--- config.mk ---
export PLATFORM = sky130hd
export DESIGN_NAME = sd_spi_block_read_sequencer
export DESIGN_NICKNAME = d
export VERILOG_FILES = /design/src/rtl/sdrd_pkg.sv /design/src/rtl/sdrd_step.sv /design/src/rtl/sd_spi_block_read_sequencer.sv
export SDC_FILE = /design/constraint.sdc
export NUM_CORES = 1
export LEC_CHECK = 0
export BUFFER_PORTS_ARGS = -buffer_cell sky130_fd_sc_hd__buf_2
export CAP_MARGIN = 30
export CORE_UTILIZATION = 45
export DETAILED_ROUTE_END_ITERATION = 6
export PLACE_DENSITY_LB_ADDON = 0.15
export SLEW_MARGIN = 40
export SYNTH_ARGS = -nofsm -noshare
export SYNTH_HDL_FRONTEND = slang
export SYNTH_HIERARCHICAL = 1
export SYNTH_SLANG_ARGS = --single-unit
--- constraint.sdc ---
create_clock -name i_clk -period 3.1 [get_ports i_clk]
set_input_delay 0.155 -clock i_clk [delete_from_list [all_inputs] [get_ports i_clk]]
set_output_delay 0.155 -clock i_clk [all_outputs]
set_load 0.005 [all_outputs]
--- src/rtl/sdrd_pkg.sv ---
// Shared types and constants for the SD SPI-mode block read sequencer.
// Holds the phase enum, the sequencer state struct and the result struct.
// No dependencies.
package sdrd_pkg;

    // Sequencer phases
    typedef enum logic [3:0] {
        PH_IDLE   = 4'd0,
        PH_RDY    = 4'd1,
        PH_SEND   = 4'd2,
        PH_RESP   = 4'd3,
        PH_TOKEN  = 4'd4,
        PH_DATA   = 4'd5,
        PH_CRC    = 4'd6,
        PH_SRDY   = 4'd7,
        PH_SSEND  = 4'd8,
        PH_SSTUFF = 4'd9,
        PH_SRESP  = 4'd10,
        PH_TRAIL  = 4'd11
    } t_phase;

    // Request kind on the input channel
    localparam logic FUNC_START = 1'b0;
    localparam logic FUNC_BYTE  = 1'b1;

    // SPI-mode bytes
    localparam logic [7:0] BYTE_IDLE     = 8'hFF;
    localparam logic [7:0] BYTE_TOKEN    = 8'hFE;
    localparam logic [7:0] BYTE_CRC_STUB = 8'h01;
    localparam logic [7:0] CMD_READ_ONE  = 8'h51;
    localparam logic [7:0] CMD_READ_MANY = 8'h52;
    localparam logic [7:0] CMD_STOP      = 8'h4C;

    // Command frame: command byte, four argument bytes, CRC byte
    localparam logic [9:0] CMD_LAST_IDX = 10'd5;

    typedef struct packed {
        t_phase      phase;
        logic [9:0]  byte_counter;
        logic [15:0] blocks_left;
        logic [31:0] held_address;
        logic [3:0]  tries_left;
        logic        multi_block;
        logic        failed;
    } t_state;

    typedef struct packed {
        logic       tx_valid;
        logic [7:0] tx_byte;
        logic       chip_select;
        logic       data_valid;
        logic [7:0] data_byte;
        logic       block_last;
        logic       done_res;
        logic       success;
    } t_result;

endpackage

--- src/rtl/sdrd_step.sv ---
// Next-state and result logic of the SD SPI-mode block read sequencer.
// Evaluates one request against the current state in one pass.
// Depends on sdrd_pkg.
module sdrd_step #(
    parameter int BLOCK_BYTES    = 512,
    parameter int RESPONSE_TRIES = 10
) (
    input  sdrd_pkg::t_state  i_state,
    input  logic              i_func,
    input  logic [31:0]       i_block_address,
    input  logic [15:0]       i_block_count,
    input  logic [7:0]        i_rx_byte,
    output sdrd_pkg::t_state  o_state,
    output sdrd_pkg::t_result o_result
);

    localparam logic [9:0] LastIdx  = 10'(BLOCK_BYTES - 1);
    localparam logic [3:0] TriesMax = 4'(RESPONSE_TRIES);

    // Byte k of a command frame
    function automatic logic [7:0] cmd_byte(input logic stop, input logic multi,
                                            input logic [31:0] addr,
                                            input logic [2:0] k);
        logic [7:0]  cmd;
        logic [31:0] arg;
        cmd = stop ? sdrd_pkg::CMD_STOP
                   : (multi ? sdrd_pkg::CMD_READ_MANY : sdrd_pkg::CMD_READ_ONE);
        arg = stop ? 32'd0 : addr;
        case (k)
            3'd0:    cmd_byte = cmd;
            3'd1:    cmd_byte = arg[31:24];
            3'd2:    cmd_byte = arg[23:16];
            3'd3:    cmd_byte = arg[15:8];
            3'd4:    cmd_byte = arg[7:0];
            default: cmd_byte = sdrd_pkg::BYTE_CRC_STUB;
        endcase
    endfunction

    sdrd_pkg::t_result poll_res;
    sdrd_pkg::t_result release_res;
    logic              stop;
    logic              ok;
    logic [3:0]        tries_dec;
    logic [9:0]        cnt_inc;
    logic [15:0]       blocks_dec;
    logic              last;

    always_comb begin
        poll_res             = '0;
        poll_res.tx_valid    = 1'b1;
        poll_res.tx_byte     = sdrd_pkg::BYTE_IDLE;
        poll_res.chip_select = 1'b1;
        release_res          = poll_res;
        release_res.chip_select = 1'b0;

        stop       = (i_state.phase == sdrd_pkg::PH_SRDY) ||
                     (i_state.phase == sdrd_pkg::PH_SSEND);
        ok         = ~i_rx_byte[7];
        tries_dec  = i_state.tries_left - 4'd1;
        cnt_inc    = i_state.byte_counter + 10'd1;
        blocks_dec = i_state.blocks_left - 16'd1;
        last       = i_state.byte_counter >= LastIdx;

        o_state  = i_state;
        o_result = '0;

        if (i_func == sdrd_pkg::FUNC_START) begin
            // Start: drop any running sequence and latch the new read; a zero block count fails at once
            o_state              = '0;
            o_state.phase        = sdrd_pkg::PH_IDLE;
            o_state.held_address = i_block_address;
            if (i_block_count == 16'd0) begin
                o_state.failed = 1'b1;
                o_state.phase  = sdrd_pkg::PH_TRAIL;
                o_result       = release_res;
            end else begin
                o_state.blocks_left = i_block_count;
                o_state.multi_block = (i_block_count != 16'd1);
                o_state.phase       = sdrd_pkg::PH_RDY;
                o_result            = poll_res;
            end
        end else begin
            case (i_state.phase)
                // Wait for card ready, then send the command byte
                sdrd_pkg::PH_RDY, sdrd_pkg::PH_SRDY: begin
                    if (i_rx_byte == sdrd_pkg::BYTE_IDLE) begin
                        o_state.byte_counter = '0;
                        o_state.phase = stop ? sdrd_pkg::PH_SSEND : sdrd_pkg::PH_SEND;
                        o_result = poll_res;
                        o_result.tx_byte = cmd_byte(stop, i_state.multi_block,
                                                    i_state.held_address, 3'd0);
                    end else begin
                        o_result = poll_res;
                    end
                end
                // Send argument and CRC bytes
                sdrd_pkg::PH_SEND, sdrd_pkg::PH_SSEND: begin
                    o_result = poll_res;
                    if (i_state.byte_counter < sdrd_pkg::CMD_LAST_IDX) begin
                        o_state.byte_counter = cnt_inc;
                        o_result.tx_byte = cmd_byte(stop, i_state.multi_block,
                                                    i_state.held_address, cnt_inc[2:0]);
                    end else begin
                        o_state.byte_counter = '0;
                        if (stop) begin
                            o_state.phase = sdrd_pkg::PH_SSTUFF;
                        end else begin
                            o_state.phase      = sdrd_pkg::PH_RESP;
                            o_state.tries_left = TriesMax;
                        end
                    end
                end
                // Skip the stuff byte after the stop command
                sdrd_pkg::PH_SSTUFF: begin
                    o_state.phase      = sdrd_pkg::PH_SRESP;
                    o_state.tries_left = TriesMax;
                    o_result           = poll_res;
                end
                // Poll for a response with bit 7 clear
                sdrd_pkg::PH_RESP, sdrd_pkg::PH_SRESP: begin
                    o_state.tries_left = tries_dec;
                    if (!ok && tries_dec != 4'd0) begin
                        o_result = poll_res;
                    end else if (i_state.phase == sdrd_pkg::PH_SRESP) begin
                        o_state.phase = sdrd_pkg::PH_TRAIL;
                        o_result      = release_res;
                    end else if (i_rx_byte == 8'd0) begin
                        o_state.phase = sdrd_pkg::PH_TOKEN;
                        o_result      = poll_res;
                    end else begin
                        o_state.failed = 1'b1;
                        o_state.phase  = sdrd_pkg::PH_TRAIL;
                        o_result       = release_res;
                    end
                end
                // Wait for the data start token
                sdrd_pkg::PH_TOKEN: begin
                    if (i_rx_byte == sdrd_pkg::BYTE_IDLE) begin
                        o_result = poll_res;
                    end else if (i_rx_byte == sdrd_pkg::BYTE_TOKEN) begin
                        o_state.phase        = sdrd_pkg::PH_DATA;
                        o_state.byte_counter = '0;
                        o_result             = poll_res;
                    end else begin
                        o_state.failed = 1'b1;
                        if (i_state.multi_block) begin
                            o_state.phase = sdrd_pkg::PH_SRDY;
                            o_result      = poll_res;
                        end else begin
                            o_state.phase = sdrd_pkg::PH_TRAIL;
                            o_result      = release_res;
                        end
                    end
                end
                // Pass on block data bytes
                sdrd_pkg::PH_DATA: begin
                    if (last) begin
                        o_state.phase        = sdrd_pkg::PH_CRC;
                        o_state.byte_counter = '0;
                    end else begin
                        o_state.byte_counter = cnt_inc;
                    end
                    o_result            = poll_res;
                    o_result.data_valid = 1'b1;
                    o_result.data_byte  = i_rx_byte;
                    o_result.block_last = last;
                end
                // Drop two CRC bytes, then next block or stop
                sdrd_pkg::PH_CRC: begin
                    if (i_state.byte_counter == 10'd0) begin
                        o_state.byte_counter = 10'd1;
                        o_result             = poll_res;
                    end else begin
                        o_state.byte_counter = '0;
                        o_state.blocks_left  = blocks_dec;
                        if (blocks_dec != 16'd0) begin
                            o_state.phase = sdrd_pkg::PH_TOKEN;
                            o_result      = poll_res;
                        end else if (i_state.multi_block) begin
                            o_state.phase = sdrd_pkg::PH_SRDY;
                            o_result      = poll_res;
                        end else begin
                            o_state.phase = sdrd_pkg::PH_TRAIL;
                            o_result      = release_res;
                        end
                    end
                end
                // Report completion after the trailing exchange
                sdrd_pkg::PH_TRAIL: begin
                    o_state.phase     = sdrd_pkg::PH_IDLE;
                    o_result.done_res = 1'b1;
                    o_result.success  = ~i_state.failed;
                end
                default: begin
                    o_state.phase = sdrd_pkg::PH_IDLE;
                end
            endcase
        end
    end

endmodule

--- src/rtl/sd_spi_block_read_sequencer.sv ---
// Top level of the SD SPI-mode block read sequencer: input register,
// sequencer state, step logic and result register.
// Depends on sdrd_pkg and sdrd_step.
//
// The block takes one request per clock and returns exactly one result per
// request, through the input register and then the result register. A
// request either starts a read (tuser 0: block address and count) or hands
// in the byte received in the last SPI exchange (tuser 1); each result names
// the next byte to send, chip select, any block data byte with its
// end-of-block mark on tlast, and the done/success status. Throughput is one
// request per cycle, set by the single-pass phase update between the input
// register and the result register; the input side stalls only while the
// result register is held by the output side.
module sd_spi_block_read_sequencer #(
    parameter int BLOCK_BYTES    = 512,
    parameter int RESPONSE_TRIES = 10
) (
    input  logic        i_clk,
    input  logic        i_rst_n,
    input  logic        i_s_axis_tvalid,
    output logic        o_s_axis_tready,
    // [31:0] block_address, [47:32] block_count, [55:48] rx_byte
    input  logic [55:0] i_s_axis_tdata,
    // [0] func
    input  logic        i_s_axis_tuser,
    output logic        o_m_axis_tvalid,
    input  logic        i_m_axis_tready,
    // [0] tx_valid, [8:1] tx_byte, [9] chip_select, [10] data_valid,
    // [18:11] data_byte, [19] done_res, [20] success, [23:21] zero
    output logic [23:0] o_m_axis_tdata,
    output logic        o_m_axis_tlast
);

    logic              r_in_valid;
    logic [55:0]       r_in_data;
    logic              r_in_func;
    sdrd_pkg::t_state  r_state;
    sdrd_pkg::t_state  n_state;
    sdrd_pkg::t_result n_result;
    sdrd_pkg::t_result r_result;
    logic              r_out_valid;
    logic              move;

    // Advance the input register into the result register when there is room
    assign move            = r_in_valid && (!r_out_valid || i_m_axis_tready);
    assign o_s_axis_tready = !r_in_valid || move;

    sdrd_step #(
        .BLOCK_BYTES    (BLOCK_BYTES),
        .RESPONSE_TRIES (RESPONSE_TRIES)
    ) u_step (
        .i_state         (r_state),
        .i_func          (r_in_func),
        .i_block_address (r_in_data[31:0]),
        .i_block_count   (r_in_data[47:32]),
        .i_rx_byte       (r_in_data[55:48]),
        .o_state         (n_state),
        .o_result        (n_result)
    );

    // Hold the accepted request
    always_ff @(posedge i_clk) begin
        if (!i_rst_n) begin
            r_in_valid <= 1'b0;
        end else if (o_s_axis_tready) begin
            r_in_valid <= i_s_axis_tvalid;
        end
    end

    always_ff @(posedge i_clk) begin
        if (i_s_axis_tvalid && o_s_axis_tready) begin
            r_in_data <= i_s_axis_tdata;
            r_in_func <= i_s_axis_tuser;
        end
    end

    // Update sequencer state once per processed request
    always_ff @(posedge i_clk) begin
        if (!i_rst_n) begin
            r_state <= '{phase: sdrd_pkg::PH_IDLE, default: '0};
        end else if (move) begin
            r_state <= n_state;
        end
    end

    // Result register
    always_ff @(posedge i_clk) begin
        if (!i_rst_n) begin
            r_out_valid <= 1'b0;
        end else if (move) begin
            r_out_valid <= 1'b1;
        end else if (i_m_axis_tready) begin
            r_out_valid <= 1'b0;
        end
    end

    always_ff @(posedge i_clk) begin
        if (move) begin
            r_result <= n_result;
        end
    end

    assign o_m_axis_tvalid = r_out_valid;
    assign o_m_axis_tlast  = r_result.block_last;
    assign o_m_axis_tdata  = {3'b000, r_result.success, r_result.done_res,
                              r_result.data_byte, r_result.data_valid,
                              r_result.chip_select, r_result.tx_byte,
                              r_result.tx_valid};

endmodule
==> impl_metrics.ini, run 1 <==
[clocking]
cts_max_path_buffers = 2
clock_latency_ns = 0.43
cts_root_buf = sky130_fd_sc_hd__clkbuf_16
cts_tree = built
cts.reportedPaths.clkPinSlew_ns = 0.07
clock-sinks = 149
inserted_clock_buffers = 17
ctsHtreeMaxLevel = 4

[sta]
timing.setup.tns_ns = 0
hold_violations = 0
final_min_period_over_clock_period_pct = 83.75
fmax_mhz = 385.2
worst_max_slew_pin_slew_ns = 0.7716
final.setup.worst_slack_ns = 0.5037
final.min_clock_period_ns = 2.596
timing.final.max_slew_violations = 0
setup_viol = 0
rsz_0062_raised_after_global_routing = false
fin_skew_ns = 0.01226
normalized_max_slew_margin_pct = 48.56

[critical_path]
worst_r2r_path_depth = 8
setup.worst_path.start_class = flop
worstPathCellList = inv_1 > ha_1 > nor2b_1 > a31oi_1 > nand4_1 > o311ai_0 > nand2_1 > mux2i_1
slowest_delay_ns = 0.59
arrival_ns = 2.95
crit-reg2reg-launch = r_state[54]
r2r_end = r_state[67]
critical_path_class = flop to flop
crit_slowest_cell = sky130_fd_sc_hd__a31oi_1
endpoint_kind = flop
worst_ep_required_ns = 3.45
timing.critical_path.fanout_max = 10
ff_to_ff_setup_slack_ns = 0.50

[global_route]
grtUsageTotal_pct = 22.28
grt_first_pass_wirelength_um = 31940
grt_start_max_net_pins = 91
grt_antenna_before_repair = 0
globalRoute.totalOverflow = 0
number_of_global_route_vias_before_repair = 6239

[drt]
finalWirelength_um = 20420
drt_drc_violations_left = 13
initialDrtViolationCount = 560
wl_per_cell_um = 17.39
route.vias.total = 6677
drtPass1Iterations = 7
ant_nets = 0
drt-vias-per-instance = 5.687

[synth]
yosysUniqueCellTypes = 84
ys_async_sr_fraction_pct = 0
synth_top_flop_cell = sky130_fd_sc_hd__edfxtp_1
yosys_warnings = 6
netlist.area_leader.share_pct = 28.96
ys_top_cells_by_count = sky130_fd_sc_hd__nand2_1 (157), sky130_fd_sc_hd__edfxtp_1 (79), sky130_fd_sc_hd__dfxtp_1 (70), sky130_fd_sc_hd__mux2i_1 (70), sky130_fd_sc_hd__a21oi_1 (34)
synth_area_per_inst_um2 = 10.03
top_post_synthesis_cells_by_area = sky130_fd_sc_hd__edfxtp_1 (29%), sky130_fd_sc_hd__dfxtp_1 (17%), sky130_fd_sc_hd__mux2i_1 (8.6%), sky130_fd_sc_hd__nand2_1 (7.2%), sky130_fd_sc_hd__mux2_2 (4.4%)
syn-cell-area_mm2 = 0.008193
synthesis.instances = 817
synth-edff-count = 79
synthDominantAreaCellType = sky130_fd_sc_hd__edfxtp_1
synth_seq_area_share_pct = 46.06
synth.ff_latch_count = 149
yosys.cell_count.top_type = sky130_fd_sc_hd__nand2_1

[power_and_ir_drop]
ir_worst_vdd_mv = 0.5235
p_leak_nw = 3.611
total_power_mw = 4.809
power_density_relative_to_cell_area_mw_per_mm2 = 487.0

[die]
floorplan.io_pins = 88
placeableCoreArea_mm2 = 0.01754
die_area_mm2 = 0.01875
placementRows = 48
initial_util_pct = 46.72
chipWidth_um = 136.9
floorplan.die.height_um = 136.9

[placed_design]
detailedPlace.worstSlack_ns = 0.5656
detailed_place_hpwl_um = 13220
buffer_ports.inserted = 84
routabilityCongestion = 0.9048

[cells_and_area]
antenna_cells = 0
finish.utilization_pct = 56.31
fraction_of_final_layout_cells_sized_beyond_drive_strength_1_pct = 20.86
syn_to_final_growth_pct = 20.54
finish.net_count = 1007

[run]
max_cap_viols = 0

[hold_path]
depth_of_the_worst_hold_timing_path = 3
min-delay-start = i_m_axis_tready
holdCritPathClass = primary input to flop
worstHoldEndpoint = o_m_axis_tvalid

[outcome]
violated_checks = DRC
outcome = finished with violations
## metal layers
layer / share of wire, % / global-route usage (%)
met1: 46 / 28.89
met4: 2.0 / 8.547
met5: 0 / 0
met3: 4.7 / 4.556
met2: 48 / 36.36
## worst max path at each step
stage	slack, ns	startpoint	to	depth (start not counted)
after global placement	0.67	r_state[54]	r_state[45]	9
after CTS	0.56	r_state[54]	r_state[67]	8
after global routing	0.32	r_state[54]	r_state[45]	9
after floorplan	0.79	o_m_axis_tvalid	r_in_data[0]	3
after detailed placement	0.57	r_state[54]	r_state[67]	8
final	0.50	r_state[54]	r_state[67]	8
## power by group
group,internal (mW),switching (mW)
registers,2.17,0.0591
logic,0.231,0.248
clock network,1.20,0.897
## through the flow
step	instances	hold slack (ns)	area, um2
2_1_floorplan	819	0.2539	8200
3_3_place_gp	1084	0.3315	8693
3_5_place_dp	1084	0.3331	8693
4_1_cts	1174	0.06881	9876
5_1_grt	1174	0.08304	9876
6_report	1174	0.08164	9876
## sequential cells by signal (all words and copies together) (netlist names)
| name | count |
|---|---|
| r_in_data | 56 |
| r_in_valid | 1 |
| o_m_axis_tlast | 1 |
| o_m_axis_tvalid | 1 |
| o_m_axis_tdata | 21 |
| r_in_func | 1 |
| r_state | 68 |
## placed cells by master (no fill, tap or decap), types with 7 or more instances in the layout
cell type,n
sky130_fd_sc_hd__edfxtp_1,79
sky130_fd_sc_hd__o211ai_1,12
sky130_fd_sc_hd__nor4_1,9
sky130_fd_sc_hd__a31oi_1,16
sky130_fd_sc_hd__nor3_1,9
sky130_fd_sc_hd__nand4_1,10
sky130_fd_sc_hd__mux2_2,32
sky130_fd_sc_hd__nand3_1,11
sky130_fd_sc_hd__dlygate4sd3_1,58
sky130_fd_sc_hd__ha_1,10
sky130_fd_sc_hd__xnor2_1,17
sky130_fd_sc_hd__nor2_1,32
sky130_fd_sc_hd__o21ai_0,26
sky130_fd_sc_hd__a222oi_1,7
sky130_fd_sc_hd__a21oi_1,34
sky130_fd_sc_hd__buf_4,13
sky130_fd_sc_hd__and2_1,9
sky130_fd_sc_hd__mux2i_1,70
sky130_fd_sc_hd__clkbuf_16,18
sky130_fd_sc_hd__nor2b_1,10
sky130_fd_sc_hd__inv_1,14
sky130_fd_sc_hd__dfxtp_1,70
sky130_fd_sc_hd__buf_2,83
sky130_fd_sc_hd__nand2_1,157
## repair_timing
item                      in CTS  in global routing
hold endpoints to repair      58                  0
resized for setup              0                  0
hold buffers                  58                  0
setup buffers                  0                  0
## logic make-up (layout without fill, tap and decap cells)
family	Yosys count	count (layout)	share of synthesized area, %
adders and majority gates	10	10	1.527
and+or+nand+nor	310	310	19.35
muxes	103	103	13.13
AOI/OAI and AO/OA	149	149	12.43
xor gates and xnor gates	21	21	2.245
DFF	149	149	46.06
buffers and inverters	74	204	5.207
other	1	3	0.04577
## critical path, delay by kind of cell (launching register included)
family	cells	cell delay, ns
AOI/OAI and AO/OA	2	0.90
DFF	1	0.47
and+or+nand+nor	3	0.52
muxes	1	0.14
adders and majority gates	1	0.36
buffers and inverters	1	0.13
## area by class of cell
class / instances / area, um2
fillers: 1506 / 7661
multi-input cells: 596 / 4009
flip-flops and latches: 149 / 3774
repair buffers: 157 / 1154
clock buffers: 20 / 467.9
well taps: 225 / 281.5
clock inverters: 12 / 133.9
inverters: 15 / 56.30
Power figures use the tool's default switching activity.
==> run 2: changes to the inputs <==
Clock period 3.1 ns to 2.7 ns, I/O delays scaled along.
==> impl_metrics.ini, run 2 (synthesized netlist as in run 1, its figures left out) <==
[critical_path]
worstSetupStartpoint = r_state[54]
critical_path_class = flop to flop
worst_ep_required_ns = 3.05
timing.critical_path.fanout_max = 12
crit-reg2reg-launch = r_state[54]
setup.worst_path.start_class = flop
arrival_ns = 2.81
worst_r2r_path_depth = 9
endpoint_kind = flop
crit_path_end = r_state[41]
worstPathCellList = inv_1 > ha_1 > nor2b_1 > a31o_2 > nor4_1 > xnor2_1 > a21oi_1 > nand2_1 > mux2i_1
slowest_delay_ns = 0.47
ff_to_ff_setup_slack_ns = 0.24
r2r_end = r_state[41]
crit_slowest_cell = sky130_fd_sc_hd__dfxtp_1

[clocking]
clock-sinks = 149
postCtsSetupRepairBufs = 0
number_of_instances_resized_during_post_cts_repair = 0
cts_max_path_buffers = 2
cts_root_buf = sky130_fd_sc_hd__clkbuf_16
cts.reportedPaths.clkPinSlew_ns = 0.06
clock_latency_ns = 0.43
cts_tree = built
ctsHtreeMaxLevel = 4
inserted_clock_buffers = 17
cts_hold_repair_buffers = 58

[cells_and_area]
syn_to_final_growth_pct = 22.01
mostFrequentLayoutCells = sky130_fd_sc_hd__nand2_1 (157), sky130_fd_sc_hd__buf_2 (83), sky130_fd_sc_hd__edfxtp_1 (79)
post_layout_nonfiller_instances = 1187
num-fill-cells = 1495
largest-register = r_state
post-route-cell-area_mm2 = 0.009996
fraction_of_final_layout_cells_sized_beyond_drive_strength_1_pct = 21.73
finish.net_count = 1021
mostFrequentLayoutCell = sky130_fd_sc_hd__nand2_1
max_reg_flops = 68
antenna_cells = 0

[die]
placeableCoreArea_mm2 = 0.01754
placementRows = 48
die_area_mm2 = 0.01875
floorplan.die.height_um = 136.9
chipWidth_um = 136.9
initial_util_pct = 46.72
floorplan.io_pins = 88

[placed_design]
buffer_ports.inserted = 84
detailed_place_hpwl_um = 13780
dp.cells = 1098
detailedPlace.worstSlack_ns = 0.2903
postPlaceCellArea_mm2 = 0.008798
routabilityCongestion = 0.9914

[sta]
timing.final.max_slew_violations = 0
rsz_0062_raised_after_global_routing = false
final.min_clock_period_ns = 2.459
final_min_period_over_clock_period_pct = 91.09
hold_violations = 0
fmax_mhz = 406.6
final.setup.worst_slack_ns = 0.2407
setup_viol = 0
worst_max_slew_pin_slew_ns = 0.8101
timing.setup.tns_ns = 0
normalized_max_slew_margin_pct = 46.00
fin_skew_ns = 0.01388

[drt]
wl_per_cell_um = 17.40
met3_wirelength_um = 1086
route.vias.total = 6714
finalWirelength_um = 20650
dr_wl_met2_um = 9714
maxUsedRoutingLayer = met4
drtPass1Iterations = 5
initialDrtViolationCount = 551
ant_nets = 0
routedLengthMet1_um = 9372
drt_drc_violations_left = 0
drt-vias-per-instance = 5.656

[global_route]
globalRoute.totalOverflow = 0
grtUsageTotal_pct = 23.13
grt_first_pass_wirelength_um = 33000
number_of_global_route_vias_before_repair = 6357
grt_antenna_before_repair = 0
grt_start_max_net_pins = 78

[run]
max_cap_viols = 0

[hold_path]
holdCritPathClass = primary input to flop

[power_and_ir_drop]
total_power_mw = 5.616
power_density_relative_to_cell_area_mw_per_mm2 = 561.8
p_leak_nw = 3.689
ir_worst_vdd_mv = 0.4244

[outcome]
outcome = completed
## run 2: cell count changes in the layout (fill, tap and decap cells not counted)
cell	delta
sky130_fd_sc_hd__buf_4	+14
sky130_fd_sc_hd__clkinv_1	+1
sky130_fd_sc_hd__inv_8	-3
sky130_fd_sc_hd__bufinv_16	+2
sky130_fd_sc_hd__clkinv_8	-1
sky130_fd_sc_hd__inv_6	-1
sky130_fd_sc_hd__clkinv_4	+3
sky130_fd_sc_hd__clkinv_2	-1
sky130_fd_sc_hd__clkinvlp_4	-2
sky130_fd_sc_hd__clkbuf_1	+1
## run 2: power by group
| part | switching [mW] | total, mW | internal (mW) |
|---|---|---|---|
| combinational | 0.289 | 0.559 | 0.270 |
| clock | 0.962 | 2.50 | 1.54 |
| sequential | 0.0649 | 2.56 | 2.49 |
| total | 1.32 | 5.62 | 4.30 |
## run 2: per-stage QoR
stage	utilization (%)	hold WS, ns
final	57.00	0.07163
after global routing	57.00	0.07276
after CTS	57.00	0.04652
after detailed placement	50.17	0.3131
after global placement	50.17	0.3109
after floorplan	-	0.2339
## run 2: worst max-delay path: cells and delay by family, from the launching register on
kind	cells	cell delay, ns
xor gates and xnor gates	1	0.13
AOI/OAI and AO/OA	2	0.53
adders and majority gates	1	0.35
muxes	1	0.16
and+or+nand+nor	3	0.59
buffers and inverters	1	0.13
DFF	1	0.47
## run 2: how the worst min path moves through the flow
stage                             from  cells past startpoint  slack (ns)         endpoint
global placement    i_s_axis_tdata[13]                      1        0.31    r_in_data[13]
global route           i_m_axis_tready                      3        0.07  o_m_axis_tvalid
finish                 i_m_axis_tready                      3        0.07  o_m_axis_tvalid
detailed placement  i_s_axis_tdata[26]                      1        0.31    r_in_data[26]
CTS                    i_m_axis_tready                      3        0.05  o_m_axis_tvalid
floorplan            i_s_axis_tdata[0]                      0        0.23     r_in_data[0]
## run 2: cell type report
class	instances	area, um2	share of cell area, %
clock buffer	21	471.7	4.719
clock inverter	10	145.1	1.452
inverter	15	56.30	0.5633
multi-input combinational	596	4009	40.11
sequential	149	3774	37.75
tap	225	281.5	2.816
timing repair buffer	171	1259	12.59
## run 2: layer usage
metal | track usage (%) | up-vias
met5 | 0 | -
met4 | 9.219 | 0
met3 | 4.444 | 35
met2 | 37.85 | 229
met1 | 29.97 | 3184
li1 | - | 3266
==> run 3: changes to the inputs <==
Clock period 2.7 ns to 2.1 ns, I/O delays scaled along.
==> impl_metrics.ini, run 3 (synthesized netlist as in run 1, its figures left out) <==
[outcome]
outcome = finished with violations
violated_checks = setup timing

[sta]
setup_viol = 1
worst_max_slew_pin_slew_ns = 0.6177
hold_violations = 0
final_min_period_over_clock_period_pct = 104.8
normalized_max_slew_margin_pct = 58.82
fin_skew_ns = 0.007487
fmax_mhz = 454.3
final.min_clock_period_ns = 2.201
timing.setup.tns_ns = -0.1013
final.setup.worst_slack_ns = -0.1013
rsz_0062_raised_after_global_routing = true
timing.final.max_slew_violations = 0

[global_route]
grtUsageTotal_pct = 24.53
grt_start_max_net_pins = 50
globalRoute.totalOverflow = 0
grt_first_pass_wirelength_um = 35140
grt_antenna_before_repair = 0
number_of_global_route_vias_before_repair = 6750

[drt]
drt-vias-per-instance = 5.611
route.vias.total = 7103
finalWirelength_um = 22530
drt_drc_violations_left = 0
drtPass1Iterations = 6
initialDrtViolationCount = 524
wl_per_cell_um = 17.79
ant_nets = 0

[critical_path]
slowest_delay_ns = 0.56
worstPathCellList = or4_4 > o211ai_1 > nand2_1 > o41ai_2 > o311ai_1 > nand2_1 > mux2i_1
worst_r2r_path_depth = 7
arrival_ns = 2.51
r2r_end = r_state[65]
timing.critical_path.mode_cell = sky130_fd_sc_hd__nand2_1
setup.worst_path.start_class = flop
critical_path_class = flop to flop
worst_ep_required_ns = 2.40
ff_to_ff_setup_slack_ns = -0.10
crit_slowest_cell = sky130_fd_sc_hd__or4_4
crit-reg2reg-launch = r_in_data[51]
timing.critical_path.fanout_max = 2
endpoint_kind = flop

[clocking]
cts_tree = built
inserted_clock_buffers = 17
cts_root_buf = sky130_fd_sc_hd__clkbuf_16
cts.reportedPaths.clkPinSlew_ns = 0.06
clock-sinks = 149
ctsHtreeMaxLevel = 4
clock_latency_ns = 0.43
cts_max_path_buffers = 2

[die]
placeableCoreArea_mm2 = 0.01754
initial_util_pct = 46.72
floorplan.die.height_um = 136.9
die_area_mm2 = 0.01875
placementRows = 48
floorplan.io_pins = 88
chipWidth_um = 136.9

[placed_design]
detailed_place_hpwl_um = 15350
buffer_ports.inserted = 84
dp.cells = 1168
routabilityCongestion = 0.9380

[cells_and_area]
max_reg_flops = 68
mostFrequentLayoutCell = sky130_fd_sc_hd__nand2_1
syn_to_final_growth_pct = 31.48
antenna_cells = 0
post_layout_nonfiller_instances = 1266
largest-register = r_state
fraction_of_final_layout_cells_sized_beyond_drive_strength_1_pct = 30.64
finish.net_count = 1099
mostFrequentLayoutCells = sky130_fd_sc_hd__nand2_1 (157), sky130_fd_sc_hd__buf_4 (99), sky130_fd_sc_hd__buf_2 (83)

[power_and_ir_drop]
ir_worst_vdd_mv = 0.5608
power_density_relative_to_cell_area_mw_per_mm2 = 662.4
p_leak_nw = 4.129
total_power_mw = 7.135

[run]
max_cap_viols = 0

[hold_path]
worstHoldEndpoint = o_m_axis_tvalid
min-delay-start = i_m_axis_tready
depth_of_the_worst_hold_timing_path = 3
holdCritPathClass = primary input to flop
## run 3: power breakdown
group / internal [mW] / switching [mW] / leakage, nW
combinational: 0.424 / 0.423 / 2.50
sequential: 3.20 / 0.0774 / 1.34
clock: 1.70 / 1.30 / 0.285
total: 5.33 / 1.80 / 4.13
## run 3: worst max-delay path by stage
stage | start | end
3_5_place_dp | r_in_data[50] | r_state[65]
2_1_floorplan | r_state[55] | r_state[52]
6_report | r_in_data[51] | r_state[65]
5_1_grt | r_in_data[51] | r_state[65]
4_1_cts | r_in_data[51] | r_state[65]
3_3_place_gp | r_state[64] | o_m_axis_tdata[2]
## run 3: final cells by class
class	count	area [um2]
timing repair buffer	248	1899
tap	225	281.5
fill	1452	6765
clock buffer	19	442.9
inverter	15	56.30
clock inverter	13	142.6
sequential	149	3787
multi-input combinational	597	4161
## run 3: repair_timing
action | 4_1_cts | 5_1_grt
pin swaps | 3 | 23
setup buffers | 4 | 3
cloned | 0 | 1
hold buffers | 58 | 0
endpoints found under the hold margin | 58 | 0
resized for setup | 15 | 26
endpoints found under the setup margin | 19 | 37
## run 3: per-layer routing
metal / GRT usage, % / vias up / part of all wire (%)
met5: 0 / - / 0
met4: 6.288 / 0 / 1.3
met3: 4.630 / 21 / 4.3
met2: 42.03 / 192 / 50
met1: 31.58 / 3459 / 45
li1: - / 3431 / -
## run 3: critical path: cells and delay by family (launching register included)
family / cells / cell delay [ns]
AO/OA/AOI/OAI: 3 / 0.81
flip-flops: 1 / 0.42
multiplexers: 1 / 0.06
AND/OR/NAND/NOR: 3 / 0.79
## run 3: per-stage QoR
stage	setup WS (ns)	cell area, um2	hold slack (ns)	utilization (%)
CTS	-0.03302	10610	0.01473	60.51
detailed placement	-0.1225	9363	0.2831	53.39
finish	-0.1013	10770	0.02308	61.42
global route	-0.1461	10770	0.02691	61.42
global placement	-0.1281	9363	0.2816	53.39
floorplan	0.0001796	8203	0.2039	-
